==> config.mk <==
export PLATFORM = sky130hd
export DESIGN_NAME = lbs_ctrl
export DESIGN_NICKNAME = d
export VERILOG_FILES = /design/src/hw/rtl/lbs_pkg.sv /design/src/hw/rtl/lbs_ctrl.sv
export SDC_FILE = /design/constraint.sdc
export NUM_CORES = 1
export LEC_CHECK = 0
export ABC_AREA = 0
export BUFFER_PORTS_ARGS = -buffer_cell sky130_fd_sc_hd__buf_2
export CORE_ASPECT_RATIO = 1.25
export CORE_MARGIN = 2
export CORE_UTILIZATION = 25
export DETAILED_ROUTE_END_ITERATION = 10
export HOLD_SLACK_MARGIN = 0.06
export SYNTH_ARGS = -nofsm -noshare
export SYNTH_HDL_FRONTEND = slang
export SYNTH_SLANG_ARGS = --single-unit
==> constraint.sdc <==
create_clock -name clk -period 3.6 [get_ports clk]
set_input_delay 0.54 -clock clk [delete_from_list [all_inputs] [get_ports clk]]
set_output_delay 0.54 -clock clk [all_outputs]
set_load 0.05 [all_outputs]
==> src/hw/rtl/lbs_pkg.sv <==
// Shared types and constants of the linear blend skinning engine.
package lbs_pkg;

	localparam int BONES_DEF = 64;
	localparam int FRAC_DEF  = 16;

	localparam int S_DATA_W = 152;
	localparam int M_DATA_W = 96;
	localparam int VAL_W    = 32;
	localparam int ACC_W    = 48;
	localparam int SUM_W    = 82;
	localparam int MUL_B_W  = 25;
	localparam int PROD_W   = 57;
	localparam int HALF_W   = 24;
	localparam int Q_W      = 32;

	typedef enum logic [3:0] {
		OP_NONE,
		OP_CAPTURE,
		OP_PAL_WR,
		OP_PAL_RD,
		OP_MAC_MUL,
		OP_MAC_ADD,
		OP_XF_LO,
		OP_XF_HI,
		OP_XF_ADD,
		OP_XF_W,
		OP_DIV_INIT,
		OP_DIV_STEP,
		OP_DIV_END,
		OP_OUT
	} op_t;

	typedef struct packed {
		op_t        op;
		logic [3:0] elem;
		logic [1:0] lane;
	} dp_cmd_t;

	typedef struct packed {
		logic is_load;
		logic in_range;
		logic is_last;
		logic zero_w;
		logic out_full;
	} dp_stat_t;

endpackage

==> src/hw/rtl/lbs_ctrl.sv <==
// Sequencing state machine of the skinning engine.
module lbs_ctrl
	import lbs_pkg::*;
(
	input  logic     clk,
	input  logic     arst_n,
	input  logic     s_tvalid,
	output logic     s_tready,
	input  dp_stat_t stat,
	output dp_cmd_t  cmd
);

	typedef enum logic [3:0] {
		ST_IDLE, ST_DECODE, ST_WR, ST_RD, ST_MUL, ST_ADD, ST_XLO, ST_XHI,
		ST_XADD, ST_XW, ST_DCHK, ST_DINIT, ST_DSTEP, ST_DEND, ST_OUT
	} state_t;

	localparam logic [3:0] LAST_ELEM = 4'd15;
	localparam logic [4:0] LAST_STEP = 5'd31;
	localparam logic [1:0] LAST_LANE = 2'd2;
	localparam logic [1:0] LAST_COL  = 2'd3;
	localparam logic [1:0] ROW_Z     = 2'd2;

	state_t     state_q;
	logic [3:0] elem_q;
	logic [4:0] step_q;
	logic [1:0] lane_q;

	always_ff @(posedge clk or negedge arst_n) begin
		if (!arst_n) begin
			state_q <= ST_IDLE;
			elem_q  <= '0;
			step_q  <= '0;
			lane_q  <= '0;
		end else begin
			case (state_q)
				ST_IDLE: begin
					if (s_tvalid) state_q <= ST_DECODE;
				end
				ST_DECODE: begin
					elem_q <= '0;
					if (stat.is_load) state_q <= stat.in_range ? ST_WR : ST_IDLE;
					else if (stat.in_range) state_q <= ST_RD;
					else if (stat.is_last) state_q <= ST_XLO;
					else state_q <= ST_IDLE;
				end
				ST_WR: state_q <= ST_IDLE;
				ST_RD: state_q <= ST_MUL;
				ST_MUL: state_q <= ST_ADD;
				ST_ADD: begin
					elem_q <= elem_q + 4'd1;
					if (elem_q == LAST_ELEM) state_q <= stat.is_last ? ST_XLO : ST_IDLE;
					else if (elem_q[1:0] == LAST_COL) state_q <= ST_RD;
					else state_q <= ST_MUL;
				end
				ST_XLO: state_q <= ST_XHI;
				ST_XHI: state_q <= ST_XADD;
				ST_XADD: begin
					elem_q <= elem_q + 4'd1;
					if (elem_q[3:2] == ROW_Z && elem_q[1:0] == LAST_COL) state_q <= ST_XW;
					else state_q <= ST_XLO;
				end
				ST_XW: begin
					elem_q <= elem_q + 4'd1;
					if (elem_q == LAST_ELEM) state_q <= ST_DCHK;
				end
				ST_DCHK: begin
					lane_q  <= '0;
					state_q <= stat.zero_w ? ST_OUT : ST_DINIT;
				end
				ST_DINIT: begin
					step_q  <= '0;
					state_q <= ST_DSTEP;
				end
				ST_DSTEP: begin
					step_q <= step_q + 5'd1;
					if (step_q == LAST_STEP) state_q <= ST_DEND;
				end
				ST_DEND: begin
					lane_q  <= lane_q + 2'd1;
					state_q <= (lane_q == LAST_LANE) ? ST_OUT : ST_DINIT;
				end
				ST_OUT: begin
					if (!stat.out_full) state_q <= ST_IDLE;
				end
				default: state_q <= ST_IDLE;
			endcase
		end
	end

	assign s_tready = (state_q == ST_IDLE);

	always_comb begin
		cmd.elem = elem_q;
		cmd.lane = lane_q;
		case (state_q)
			ST_IDLE:  cmd.op = s_tvalid ? OP_CAPTURE : OP_NONE;
			ST_WR:    cmd.op = OP_PAL_WR;
			ST_RD:    cmd.op = OP_PAL_RD;
			ST_MUL:   cmd.op = OP_MAC_MUL;
			ST_ADD:   cmd.op = OP_MAC_ADD;
			ST_XLO:   cmd.op = OP_XF_LO;
			ST_XHI:   cmd.op = OP_XF_HI;
			ST_XADD:  cmd.op = OP_XF_ADD;
			ST_XW:    cmd.op = OP_XF_W;
			ST_DINIT: cmd.op = OP_DIV_INIT;
			ST_DSTEP: cmd.op = OP_DIV_STEP;
			ST_DEND:  cmd.op = OP_DIV_END;
			ST_OUT:   cmd.op = stat.out_full ? OP_NONE : OP_OUT;
			default:  cmd.op = OP_NONE;
		endcase
	end

endmodule

==> key figures <==
Logic synthesis
  – Net count after synthesis: 167
  – Count of mapped cells out of synthesis: 154
  – Post-synth ARST share: 100.0%
  – Combinational family with the most area after synthesis: compound AO/OA/AOI/OAI gates
  – Synthesized flop and latch total: 15
  – Area fraction of the dominant cell type after synthesis: 27.83%
  – Leading area contributor after synthesis: dfrtp_1
  – Share of synthesized area occupied by flip-flops and latches: 27.83%
  – Top flip-flop cell by instance count after synthesis: dfrtp_1
  – Average footprint of a synthesized cell: 8.758 µm²
  – Adder-cell share of the synthesized area: 4.638%
  – Dominant cells by area after synthesis: dfrtp_1 28%, a21oi_1 5.9%, ha_1 4.6%
  – Portion of netlist area occupied by mux cells: 0.8349%
  – Area fraction in compound gates after synthesis: 32.93%
  – Yosys cell types: 54
  – Post-synth EDFFs: 0
  – Synth Area in XOR/XNOR: 0%
  – Number of synthesis warnings: 0
  – Simple-Gate Fraction of Synth Area: 25.88%
  – Cell area after synthesis: 0.001349 mm²

Critical path
  – Ordered cell list for the critical path: and2_4 -> a21oi_1 -> o21a_1 -> o221ai_1 -> buf_2
  – Number of buffers and inverters on the critical path: 1
  – Largest driver fanout on the critical path: 26
  – Critical Path Slowest Stage Cell: dfrtp_1
  – Maximum cell stage delay along the critical path: 0.82 ns
  – Element type at the critical path start: flip-flop
  – Dominant delay contributor by cell family on the critical path: flip-flops
  – Critical Path End Type: primary output
  – Worst Path Class, Setup: reg -> out
  – Depth of the critical timing path with buffers and inverters included: 5
  – Arrival time reported for the critical path endpoint: 2.10 ns
  – Required time worst endpoint: 3.06 ns
  – Depth of the worst register-to-register path: 4

Clock network
  – Clock tree from TritonCTS: yes
  – Number of buffers created by CTS: 3
  – Number of sinks on the clock net: 15
  – Cell at the root of the clock tree: clkbuf_8
  – Hold buffer count at CTS: 0
  – Clock latency of the later-clocked register in the worst-skew pair: 0.25 ns
  – Number of buffers on the longest clock path: 2
  – Post-CTS repair timing setup buffer count: 0
  – Resized Gates After CTS: 0
  – Clock transition at the registers of the reported paths: 0.06 ns
  – H-tree depth: 1

Detailed routing
  – DRT antenna net count: 0
  – DRC marker count from the first detailed-route iteration: 44
  – Number of search-and-repair iterations in the first detailed-routing pass: 4
  – DRC violations left: 0
  – Routed vias: 1,223
  – Number of vias per cell: 5.364
  – Detail-routed net length per standard cell: 14.26 µm
  – Post-detailed-routing wire length: 3.251 mm

Floorplan
  – Core area: 0.005152 mm²
  – Die W: 69.70 µm
  – Top-Level Pins: 19
  – Row count: 29
  – Vertical die dimension: 86.12 µm
  – Die outline area: 0.006002 mm²
  – Starting Density: 26.18%

Power and ir drop
  – Sw Ratio: 53.62%
  – Power spent charging and discharging nets: 0.0006732 W
  – Peak VDD IR: 561.9 µV
  – Power density cells: 849.6 mW/mm²
  – Logic pwr share: 59.6%
  – Relative contribution of the clock network to total power: 11.1%
  – Seq pwr share: 29.3%
  – Internal power of the cells: 0.0005823 W
  – Leakage dissipation: 0.6442 nW

Placement
  – Placed Instances: 224
  – Post-detail-place hpwl: 2.400 mm
  – Final weighted congestion in routability-driven placement: 0.8289
  – Port bufs: 18

Global route
  – Total Routing Usage GR: 11.29%
  – First-pass GRT wire length: 5.547 mm
  – Initial antenna violation count: 0
  – Grt total ovfl: 0
  – Largest net degree at the start of global routing: 27
  – Number of global-route vias before repair: 1,169

Timing
  – Crit path time final: 2.637 ns
  – Worst setup skew after layout: 0.001772 ns
  – Max-slew headroom at the worst pin: 50.26%
  – Peak Freq: 0.3793 GHz
  – Number of failing hold endpoints at the final stage: 0
  – Period utilization: 73.24%
  – Worst-margin pin slew: 0.7460 ns
  – Unrepaired setup endpoints after global routing: false
  – Final setup fails: 0
  – Max Transition Viols Final: 0
  – Setup TNS Final: 0 ns

Cells and area
  – Syn-to-layout area delta: 9.555%
  – Antenna fix cells: 0
  – NumNets Final: 180
  – Ratio of cells with drive above 1 in the final layout: 19.28%
  – Final Instance Count excl. Fillers: 228
  – Post-Route Utilization: 28.68%

Run status
  – Outcome: finished clean

Min path
  – Type of the most critical hold path: in -> async

Run
  – # Max-Cap Violations: 0
[power by group through the flow]
stage,Clock [W],Sequential (W),Combinational (W)
2_1_floorplan,0,0.000363,0.000629
3_3_place_gp,0,0.000368,0.000753
3_5_place_dp,0,0.000368,0.000751
4_1_cts,0.000141,0.000365,0.000754
5_1_grt,0.000150,0.000384,0.000827
6_report,0.000140,0.000368,0.000748
[cell families (layout without fill, tap and decap cells)]
logic type	after synthesis	in the layout
AO/OA/AOI/OAI	59	59
AND/OR/NAND/NOR	59	59
flip-flops	15	15
buffers and inverters	15	27
adder cells (fa/ha/maj)	5	5
multiplexers	1	1
[registers in the layout, indices dropped and copies added (netlist names)]
name	flops
elem_q	4
lane_q	2
state_q	4
step_q	5
[cells in the final DEF (no fill, tap or decap), drive strengths merged, types with 5 or more instances in the layout]
cell type / instances
a21boi: 5
a21oi: 16
buf: 19
dfrtp: 15
ha: 5
nand2: 13
nand2b: 9
nor2: 8
o21ai: 5
[cells in the mapped netlist (2+ instances only)]
cell type / count
nor2_1: 7
a31oi_1: 3
o22ai_1: 4
buf_4: 2
and3b_1: 2
o31ai_1: 2
nand2_1: 12
a21boi_1: 2
a21boi_0: 3
nor4_1: 2
nand3_1: 2
a311oi_1: 2
nor3_1: 3
dfrtp_1: 15
and3_1: 3
nor4bb_1: 2
o21a_1: 2
buf_2: 4
inv_1: 4
nor2b_1: 4
nand2b_1: 9
buf_6: 5
ha_1: 5
a221oi_1: 3
o31a_1: 2
o21ai_0: 5
nand3b_1: 3
a21oi_1: 16
[stage by stage]
| step | power [W] | hold WS (ns) | setup WS, ns | instance area [µm²] |
|---|---|---|---|---|
| final | 0.001256 | 0.1950 | 0.9634 | 1478 |
| after global routing | 0.001362 | 0.2212 | 0.8491 | 1478 |
| after CTS | 0.001260 | 0.2085 | 0.9889 | 1478 |
| after detailed placement | 0.001120 | 0.4758 | 1.271 | 1433 |
| after global placement | 0.001121 | 0.4769 | 1.278 | 1433 |
| after floorplan | 0.0009920 | 0.2444 | 0.5872 | 1349 |
[area by class of cell]
cell class,instances,area [µm²]
Fill cell,567,3675
Inverter,4,15.01
Clock buffer,4,45.04
Sequential cell,15,375.4
Tap cell,62,77.57
Timing Repair Buffer,19,97.59
Multi-Input combinational cell,124,867.1
[metal layers]
metal,global-route usage [%],up-vias,wire (µm)
li1,-,611,-
met3,1.410,4,95
met4,4.720,0,47
met2,19.14,25,1625
met5,0,-,0
met1,14.51,583,1482
[path summary, 6_finish.rpt]
kind	slack (ns)	start	end
worst max-delay path	0.96	state_q[2]	cmd[6]
worst min-delay path	0.19	arst_n	step_q[1]
worst max register to register	1.71	state_q[2]	state_q[1]
worst min register to register	0.52	step_q[3]	step_q[3]
max in group asynchronous	3.14	arst_n	elem_q[3]
min in group clk	0.52	step_q[3]	step_q[3]
Power figures use the tool's default switching activity.
